`config.mk`:
```
export PLATFORM = sky130hd
export DESIGN_NAME = header_length_frame_parser
export DESIGN_NICKNAME = d
export VERILOG_FILES = /design/src/hdl/hlfp_pkg.sv /design/src/hdl/hlfp_ram.sv /design/src/hdl/hlfp_parser.sv /design/src/hdl/hlfp_emitter.sv /design/src/hdl/header_length_frame_parser.sv
export SDC_FILE = /design/constraint.sdc
export NUM_CORES = 1
export LEC_CHECK = 0
export BUFFER_PORTS_ARGS = -buffer_cell sky130_fd_sc_hd__buf_2
export CORE_AREA = 4 4 185 187
export CTS_CLUSTER_SIZE = 30
export DETAILED_ROUTE_END_ITERATION = 8
export DIE_AREA = 0 0 189 191
export MAX_ROUTING_LAYER = met4
export PLACE_DENSITY = 0.78
export SLEW_MARGIN = 20
export SYNTH_ARGS = -nofsm -noshare
export SYNTH_HDL_FRONTEND = slang
export SYNTH_HIERARCHICAL = 1
export SYNTH_SLANG_ARGS = --single-unit
```
`constraint.sdc`:
```
create_clock -name clk -period 6 [get_ports clk]
set_input_delay 1.8 -clock clk [delete_from_list [all_inputs] [get_ports clk]]
set_output_delay 1.8 -clock clk [all_outputs]
set_load 0.005 [all_outputs]
```
`src/hdl/hlfp_pkg.sv`:
```
`default_nettype none

package hlfp_pkg;

    // frame header bytes
    localparam logic [7:0] HEAD_FIRST  = 8'hAA;
    localparam logic [7:0] HEAD_SECOND = 8'hAF;

    // function byte must lie below this code and above zero
    localparam logic [7:0] FUNC_END    = 8'hF1;

    // payload starts after the two header bytes, function and length
    localparam int HEAD_BYTES  = 4;

    // header plus trailing byte
    localparam int FRAME_EXTRA = 5;

endpackage

`default_nettype wire

```
`src/hdl/hlfp_ram.sv`:
```
`default_nettype none

module hlfp_ram #(
    parameter int WIDTH = 8,
    parameter int DEPTH = 54
) (
    input  wire logic                     clk,
    input  wire logic                     we,
    input  wire logic [$clog2(DEPTH)-1:0] waddr,
    input  wire logic [WIDTH-1:0]         wdata,
    input  wire logic                     re,
    input  wire logic [$clog2(DEPTH)-1:0] raddr,
    output logic      [WIDTH-1:0]         rdata
);

    logic [WIDTH-1:0] mem [DEPTH];

    // write port
    always_ff @(posedge clk)
    begin
        if (we)
        begin
            mem[waddr] <= wdata;
        end
    end

    // registered read, holds when not enabled
    always_ff @(posedge clk)
    begin
        if (re)
        begin
            rdata <= mem[raddr];
        end
    end

endmodule

`default_nettype wire

```
`src/hdl/hlfp_parser.sv`:
```
`default_nettype none

module hlfp_parser
    import hlfp_pkg::*;
#(
    parameter int LENGTH_LIMIT = 50
) (
    input  wire logic                                  clk,
    input  wire logic                                  rst_n,
    input  wire logic                                  in_fire,
    input  wire logic [7:0]                            rx_byte,
    output logic                                       wr_en,
    output logic [$clog2(LENGTH_LIMIT+4)-1:0]          wr_addr,
    output logic [7:0]                                 wr_data,
    output logic                                       start,
    output logic [$clog2(LENGTH_LIMIT+5)-1:0]          start_total
);

    localparam int DEPTH  = LENGTH_LIMIT + 4;
    localparam int ADDR_W = $clog2(DEPTH);
    localparam int LEN_W  = $clog2(DEPTH + 1);
    localparam int CNT_W  = $clog2(LENGTH_LIMIT);
    localparam logic [7:0] LIMIT_BYTE = 8'(LENGTH_LIMIT);

    typedef enum logic [2:0] {
        IDLE,
        GOT_FIRST,
        GOT_SECOND,
        GOT_FUNC,
        PAYLOAD,
        TRAILER
    } phase_t;

    phase_t            phase_reg, phase_next;
    logic [CNT_W-1:0]  remain_reg, remain_next;
    logic [CNT_W-1:0]  count_reg, count_next;

    // next phase, store write and frame start
    always_comb
    begin
        phase_next  = phase_reg;
        remain_next = remain_reg;
        count_next  = count_reg;
        wr_en       = 1'b0;
        wr_addr     = ADDR_W'(HEAD_BYTES) + ADDR_W'(count_reg);
        wr_data     = rx_byte;
        start       = 1'b0;
        start_total = LEN_W'(count_reg) + LEN_W'(FRAME_EXTRA);
        if (in_fire)
        begin
            phase_next = IDLE;
            unique case (phase_reg)
                IDLE:
                begin
                    if (rx_byte == HEAD_FIRST)
                    begin
                        phase_next = GOT_FIRST;
                        wr_en      = 1'b1;
                        wr_addr    = ADDR_W'(0);
                    end
                end
                GOT_FIRST:
                begin
                    if (rx_byte == HEAD_SECOND)
                    begin
                        phase_next = GOT_SECOND;
                        wr_en      = 1'b1;
                        wr_addr    = ADDR_W'(1);
                    end
                end
                GOT_SECOND:
                begin
                    if (rx_byte != 8'd0 && rx_byte < FUNC_END)
                    begin
                        phase_next = GOT_FUNC;
                        wr_en      = 1'b1;
                        wr_addr    = ADDR_W'(2);
                    end
                end
                GOT_FUNC:
                begin
                    if (rx_byte < LIMIT_BYTE)
                    begin
                        phase_next  = PAYLOAD;
                        wr_en       = 1'b1;
                        wr_addr     = ADDR_W'(3);
                        remain_next = CNT_W'(rx_byte);
                        count_next  = '0;
                    end
                end
                PAYLOAD:
                begin
                    // zero length drops out here without completing
                    if (remain_reg != '0)
                    begin
                        wr_en       = 1'b1;
                        remain_next = remain_reg - CNT_W'(1);
                        count_next  = count_reg + CNT_W'(1);
                        phase_next  = (remain_reg == CNT_W'(1)) ? TRAILER : PAYLOAD;
                    end
                end
                TRAILER:
                begin
                    wr_en = 1'b1;
                    start = 1'b1;
                end
                default:
                begin
                    phase_next = IDLE;
                end
            endcase
        end
    end

    // phase and counters
    always_ff @(posedge clk or negedge rst_n)
    begin
        if (!rst_n)
        begin
            phase_reg  <= IDLE;
            remain_reg <= '0;
            count_reg  <= '0;
        end
        else
        begin
            phase_reg  <= phase_next;
            remain_reg <= remain_next;
            count_reg  <= count_next;
        end
    end

endmodule

`default_nettype wire

```
`src/hdl/hlfp_emitter.sv`:
```
`default_nettype none

module hlfp_emitter #(
    parameter int LENGTH_LIMIT = 50
) (
    input  wire logic                               clk,
    input  wire logic                               rst_n,
    input  wire logic                               start,
    input  wire logic [$clog2(LENGTH_LIMIT+5)-1:0]  start_total,
    output logic                                    rd_en,
    output logic [$clog2(LENGTH_LIMIT+4)-1:0]       rd_addr,
    input  wire logic [7:0]                         rd_data,
    output logic                                    busy,
    output logic                                    out_valid,
    input  wire logic                               out_ready,
    output logic [7:0]                              frame_byte,
    output logic [$clog2(LENGTH_LIMIT+4)-1:0]       byte_position,
    output logic [$clog2(LENGTH_LIMIT+5)-1:0]       frame_length,
    output logic                                    last_byte
);

    localparam int DEPTH  = LENGTH_LIMIT + 4;
    localparam int ADDR_W = $clog2(DEPTH);
    localparam int LEN_W  = $clog2(DEPTH + 1);

    logic              busy_reg;
    logic              issuing_reg;
    logic [ADDR_W-1:0] addr_reg;
    logic [LEN_W-1:0]  total_reg;
    logic              rd_vld_reg;
    logic [ADDR_W-1:0] rd_pos_reg;
    logic              out_valid_reg;
    logic [7:0]        frame_byte_reg;
    logic [ADDR_W-1:0] byte_position_reg;
    logic [LEN_W-1:0]  frame_length_reg;
    logic              last_byte_reg;

    logic advance;
    logic load;
    logic issue;
    logic last_issue;
    logic out_done;

    // read stage feeds the output register, one byte per cycle when not stalled
    assign advance    = !out_valid_reg || out_ready;
    assign load       = rd_vld_reg && advance;
    assign issue      = issuing_reg && (!rd_vld_reg || load);
    assign last_issue = (LEN_W'(addr_reg) + LEN_W'(1)) == total_reg;
    assign out_done   = out_valid_reg && out_ready && last_byte_reg;

    assign rd_en   = issue;
    assign rd_addr = addr_reg;

    // control
    always_ff @(posedge clk or negedge rst_n)
    begin
        if (!rst_n)
        begin
            busy_reg      <= 1'b0;
            issuing_reg   <= 1'b0;
            addr_reg      <= '0;
            total_reg     <= '0;
            rd_vld_reg    <= 1'b0;
            out_valid_reg <= 1'b0;
        end
        else
        begin
            if (start)
            begin
                busy_reg    <= 1'b1;
                issuing_reg <= 1'b1;
                addr_reg    <= '0;
                total_reg   <= start_total;
            end
            else
            begin
                if (out_done)
                begin
                    busy_reg <= 1'b0;
                end
                if (issue)
                begin
                    addr_reg <= addr_reg + ADDR_W'(1);
                    if (last_issue)
                    begin
                        issuing_reg <= 1'b0;
                    end
                end
            end
            if (issue)
            begin
                rd_vld_reg <= 1'b1;
            end
            else if (load)
            begin
                rd_vld_reg <= 1'b0;
            end
            if (load)
            begin
                out_valid_reg <= 1'b1;
            end
            else if (out_ready)
            begin
                out_valid_reg <= 1'b0;
            end
        end
    end

    // read position and output payload
    always_ff @(posedge clk)
    begin
        if (issue)
        begin
            rd_pos_reg <= addr_reg;
        end
        if (load)
        begin
            frame_byte_reg    <= rd_data;
            byte_position_reg <= rd_pos_reg;
            frame_length_reg  <= total_reg;
            last_byte_reg     <= (LEN_W'(rd_pos_reg) + LEN_W'(1)) == total_reg;
        end
    end

    assign busy          = busy_reg;
    assign out_valid     = out_valid_reg;
    assign frame_byte    = frame_byte_reg;
    assign byte_position = byte_position_reg;
    assign frame_length  = frame_length_reg;
    assign last_byte     = last_byte_reg;

endmodule

`default_nettype wire

```
`src/hdl/header_length_frame_parser.sv`:
```
// Frame parser for a received byte stream. Frames are 0xAA, 0xAF, a function
// byte from 0x01 to 0xF0, a length byte below LENGTH_LIMIT, that many payload
// bytes and one unchecked trailing byte. A byte that breaks the pattern sends
// the parser back to idle and is dropped; a zero-length frame never completes.
// Every frame byte is written into a frame buffer of LENGTH_LIMIT+4 entries; on the
// trailing byte the buffer is played out, header first, one transfer per byte
// with its position, the frame length (payload + 5) and last_byte on the final
// byte. While parsing, one byte is taken each cycle. After the trailing byte
// is taken and until the last output byte is transferred, in_ready is low;
// playout reads the buffer through its single, registered read port.

`default_nettype none

module header_length_frame_parser
    import hlfp_pkg::*;
#(
    parameter int LENGTH_LIMIT = 50
) (
    input  wire logic                               clk,
    input  wire logic                               rst_n,
    input  wire logic                               in_valid,
    output logic                                    in_ready,
    input  wire logic [7:0]                         rx_byte,
    output logic                                    out_valid,
    input  wire logic                               out_ready,
    output logic [7:0]                              frame_byte,
    output logic [$clog2(LENGTH_LIMIT+4)-1:0]       byte_position,
    output logic [$clog2(LENGTH_LIMIT+5)-1:0]       frame_length,
    output logic                                    last_byte
);

    localparam int DEPTH  = LENGTH_LIMIT + 4;
    localparam int ADDR_W = $clog2(DEPTH);
    localparam int LEN_W  = $clog2(DEPTH + 1);

    logic              in_fire;
    logic              busy;
    logic              wr_en;
    logic [ADDR_W-1:0] wr_addr;
    logic [7:0]        wr_data;
    logic              start;
    logic [LEN_W-1:0]  start_total;
    logic              rd_en;
    logic [ADDR_W-1:0] rd_addr;
    logic [7:0]        rd_data;

    // input transfer only while no frame is being played out
    assign in_ready = !busy;
    assign in_fire  = in_valid && in_ready;

    // header and length checks, buffer writes
    hlfp_parser #(
        .LENGTH_LIMIT (LENGTH_LIMIT)
    ) u_parser (
        .clk         (clk),
        .rst_n       (rst_n),
        .in_fire     (in_fire),
        .rx_byte     (rx_byte),
        .wr_en       (wr_en),
        .wr_addr     (wr_addr),
        .wr_data     (wr_data),
        .start       (start),
        .start_total (start_total)
    );

    // frame buffer
    hlfp_ram #(
        .WIDTH (8),
        .DEPTH (DEPTH)
    ) u_store (
        .clk   (clk),
        .we    (wr_en),
        .waddr (wr_addr),
        .wdata (wr_data),
        .re    (rd_en),
        .raddr (rd_addr),
        .rdata (rd_data)
    );

    // frame playout
    hlfp_emitter #(
        .LENGTH_LIMIT (LENGTH_LIMIT)
    ) u_emitter (
        .clk           (clk),
        .rst_n         (rst_n),
        .start         (start),
        .start_total   (start_total),
        .rd_en         (rd_en),
        .rd_addr       (rd_addr),
        .rd_data       (rd_data),
        .busy          (busy),
        .out_valid     (out_valid),
        .out_ready     (out_ready),
        .frame_byte    (frame_byte),
        .byte_position (byte_position),
        .frame_length  (frame_length),
        .last_byte     (last_byte)
    );

    // first two bytes of a played out frame are the header
    assert property (@(posedge clk) disable iff (!rst_n)
        out_valid && byte_position == ADDR_W'(0) |-> frame_byte == HEAD_FIRST)
        else $error("frame does not start with first header byte");

    assert property (@(posedge clk) disable iff (!rst_n)
        out_valid && byte_position == ADDR_W'(1) |-> frame_byte == HEAD_SECOND)
        else $error("second frame byte is not the second header byte");

    // last marker sits on the final position
    assert property (@(posedge clk) disable iff (!rst_n)
        out_valid && last_byte |-> LEN_W'(byte_position) + LEN_W'(1) == frame_length)
        else $error("last_byte not on final frame position");

    // no input taken while a frame is being played out
    assert property (@(posedge clk) disable iff (!rst_n)
        out_valid |-> !in_ready)
        else $error("input accepted during frame playout");

endmodule

`default_nettype wire

```
==> results.yml <==
power_and_ir_drop:
  p_sw_share_pct: 31.0
  p_clk_share_pct: 29.6
  power_per_cell_area_nw_per_um2: 439
  peakVddDrop_uv: 311
  switchingPower_w: 0.00311
  p_leak_nw: 7.66
  p_seq_share_pct: 44.9
  p_comb_share_pct: 25.5
  power.total_w: 0.0100
  power.internal_w: 0.00690
sta:
  period_needed_ps: 4970
  finalSetupViolCount: 0
  rsz0062_at_grt: "false"
  finalHoldViolCount: 0
  slew_viol_final: 0
  worst_slew_pin_slew_ps: 1080
  maxSlewHeadroom_pct: 27.7
  fin_crit_sh_pct: 82.8
  max_freq_ghz: 0.201
  finClkSkew_ps: 14.7
  tns_ps: 0
global_routing:
  grt_max_degree: 79
  grt_pass1_vias: 11000
  grt_pass1_wl_mm: 67.7
  antenna_found_initial: 0
  grt_use_total_pct: 25.4
  grt.overflow.total: 0
die:
  die_w_um: 189
  initial_core_util_pct: 63.7
  row_count: 66
  core-area_um2: 32500
  dieArea_um2: 36100
  ios: 35
  die_h_um: 191
synthesis:
  async_reset_ff_share_pct: 6.22
  synth_area_um2: 20700
  yosys.area.top_type: "edfxtp_1"
  netlist_instances: 1241
  synth-seq-area-share_pct: 71.6
  ys_ff_latch: 498
  syn-num-nets: 1261
  syn_avg_cell_area_um2: 16.7
  synth_cell_types: 71
  synth_top_area_share_pct: 67.8
  synth-warning-count: 6
  synth_flop_cell: "edfxtp_1"
  synth.area.top_cells: "edfxtp_1 68%, mux2i_1 5.1%, dfrtp_1 3.8%"
  synth_enable_flop_cells: 467
setup_path:
  cpPeakStageDelay_ps: 710
  slowest_stage: "nor2_1"
  cp_cell_sequence: "buf_2, or4_1, mux2i_1, a222oi_1, a21oi_1, nor2b_1, nand3_1, nor2_1"
  end_kind: "flop"
  path_buf_inv: 1
  critPathRequiredTime_ps: 6180
  crit_family: "simple AND/OR/NAND/NOR gates"
  crit_path_max_fanout: 22
  worstSetupPathType: "in2reg"
  worstSetupStartpointType: "input port"
  critPathArrivalTime_ps: 5150
drt:
  drt_iter0_markers: 1247
  post_drt_wl_per_cell_um: 24.9
  routed_via_density: 6.41
  ant_nets: 0
  vias: 11400
  wl_met3_mm: 3.56
  drcViolationCount: 0
  wl_met1_mm: 18.5
  route.met2.wl_mm: 21.3
  first_pass_iters: 6
  dr.max_layer_used: "met4"
  detail_route.wirelength_mm: 44.3
clock_network:
  cts_max_level: 2
  clock_path_buffers: 3
  cts_sinks: 498
  tritoncts: "done"
  ctsResizeCount: 0
  cts_hold_buffers: 0
  clockRootBuffer: "clkbuf_16"
  clock_latency_ps: 560
  postCtsSetupBuffers: 0
  numCtsBuffers: 48
  cts.clk_slew.worst_paths_ps: 60
finish:
  final_cell_mix: "467 x edfxtp_1, 105 x mux2i_1, 86 x nor2_1, 55 x nand2_1, 50 x buf_4"
  final-seq-area_um2: 14800
  largest_reg_flops: 432
  diodes: 0
  fill_cells: 2002
  nets: 1322
  area_delta_synth_final_pct: 10.3
  drive_above_1_share_pct: 19.2
  final_common_cell: "edfxtp_1"
  multi_input_area_um2: 5300
run_status:
  outcome: "finished, final reports clean"
placed_design:
  hpwlAfterDp_mm: 27.5
  portBuffers: 34
  place_congestion: 0.880
job:
  drv_cap: 0
hold_path:
  hp-class: "reg2reg"
-- path summary, 6_finish.rpt --
| check | startpoint | endpoint | slack (ps) | depth (start not counted) |
|---|---|---|---|---|
| min | u_store/rdata[3] | u_emitter/frame_byte[3] | 420 | 0 |
| max in group asynchronous | rst_n | u_emitter/rd_addr[2] | 4170 | 1 |
| min reg2reg | u_store/rdata[3] | u_emitter/frame_byte[3] | 420 | 0 |
| min in group asynchronous | rst_n | u_parser/remain_reg[4] | 1300 | 1 |
| max reg2reg | u_parser/phase_reg[0] | u_store/mem[19][3] | 2150 | 7 |
| max | rx_byte[0] | u_store/mem[19][3] | 1030 | 8 |
-- synthesized netlist by cell type, types with 6 or more instances --
library cell	instances
mux2_2	33
xor2_1	12
a21oi_1	24
nand4_1	8
o21ai_0	11
dfrtp_1	31
nand2_1	55
clkbuf_1	25
mux2i_1	105
buf_4	15
nor2b_1	24
ha_1	8
xnor2_1	15
nand3_2	8
a221o_1	8
nor3_1	15
o22ai_1	28
a31oi_1	9
o2111ai_1	8
edfxtp_1	467
o21ai_1	8
buf_2	11
inv_1	12
nand2b_1	9
a22oi_1	9
a211oi_1	19
o211ai_2	8
a211oi_2	8
nor2_1	86
a221oi_1	17
buf_6	15
nand3_1	18
nand3b_1	7
mux4_2	32
mux2_1	6
-- power groups by stage --
stage | combinational (W) | sequential, W | clock (W)
2_1_floorplan | 0.00217 | 0.00432 | 0
3_3_place_gp | 0.00245 | 0.00455 | 0
3_5_place_dp | 0.00251 | 0.00456 | 0
4_1_cts | 0.00253 | 0.00449 | 0.00301
5_1_grt | 0.00273 | 0.00453 | 0.00317
6_report | 0.00255 | 0.00449 | 0.00297
-- area by class of cell --
type                    instances  area share (%)
clock inverters                34            1.35
clock buffers                  55            5.48
multi-input cells             658            23.2
inverters                      12           0.198
flip-flops and latches        498            64.9
repair buffers                 84            2.39
well taps                     442            2.42
-- kinds of logic after synthesis --
kind of cell             Yosys count  synth area share (%)
AO/OA/AOI/OAI                    176                  6.42
XOR/XNOR                          27                  1.14
adder cells (fa/ha/maj)            8                 0.484
buffers and inverters             85                  2.81
flip-flops                       498                  71.6
multiplexers                     176                  10.7
AND/OR/NAND/NOR                  271                  6.86
-- per-stage QoR --
step                      utilization (%)  setup slack, ps  hold slack (ps)  instance area [um2]  instances
final                                70.3             1030              419                22800       1783
after global routing                 70.3              807              423                22800       1783
after CTS                            70.3             1160              420                22800       1783
after detailed placement             65.5              607              405                21200       1694
after global placement               65.5              740              403                21200       1694
after floorplan                         -             1460              400                20700       1241
-- routing by layer --
metal	vias up	GRT usage, %
li1	5038	-
met1	5734	36.3
met2	575	39.2
met3	80	4.00
met4	0	6.70
met5	-	-
(Power assumes the default switching activity.)
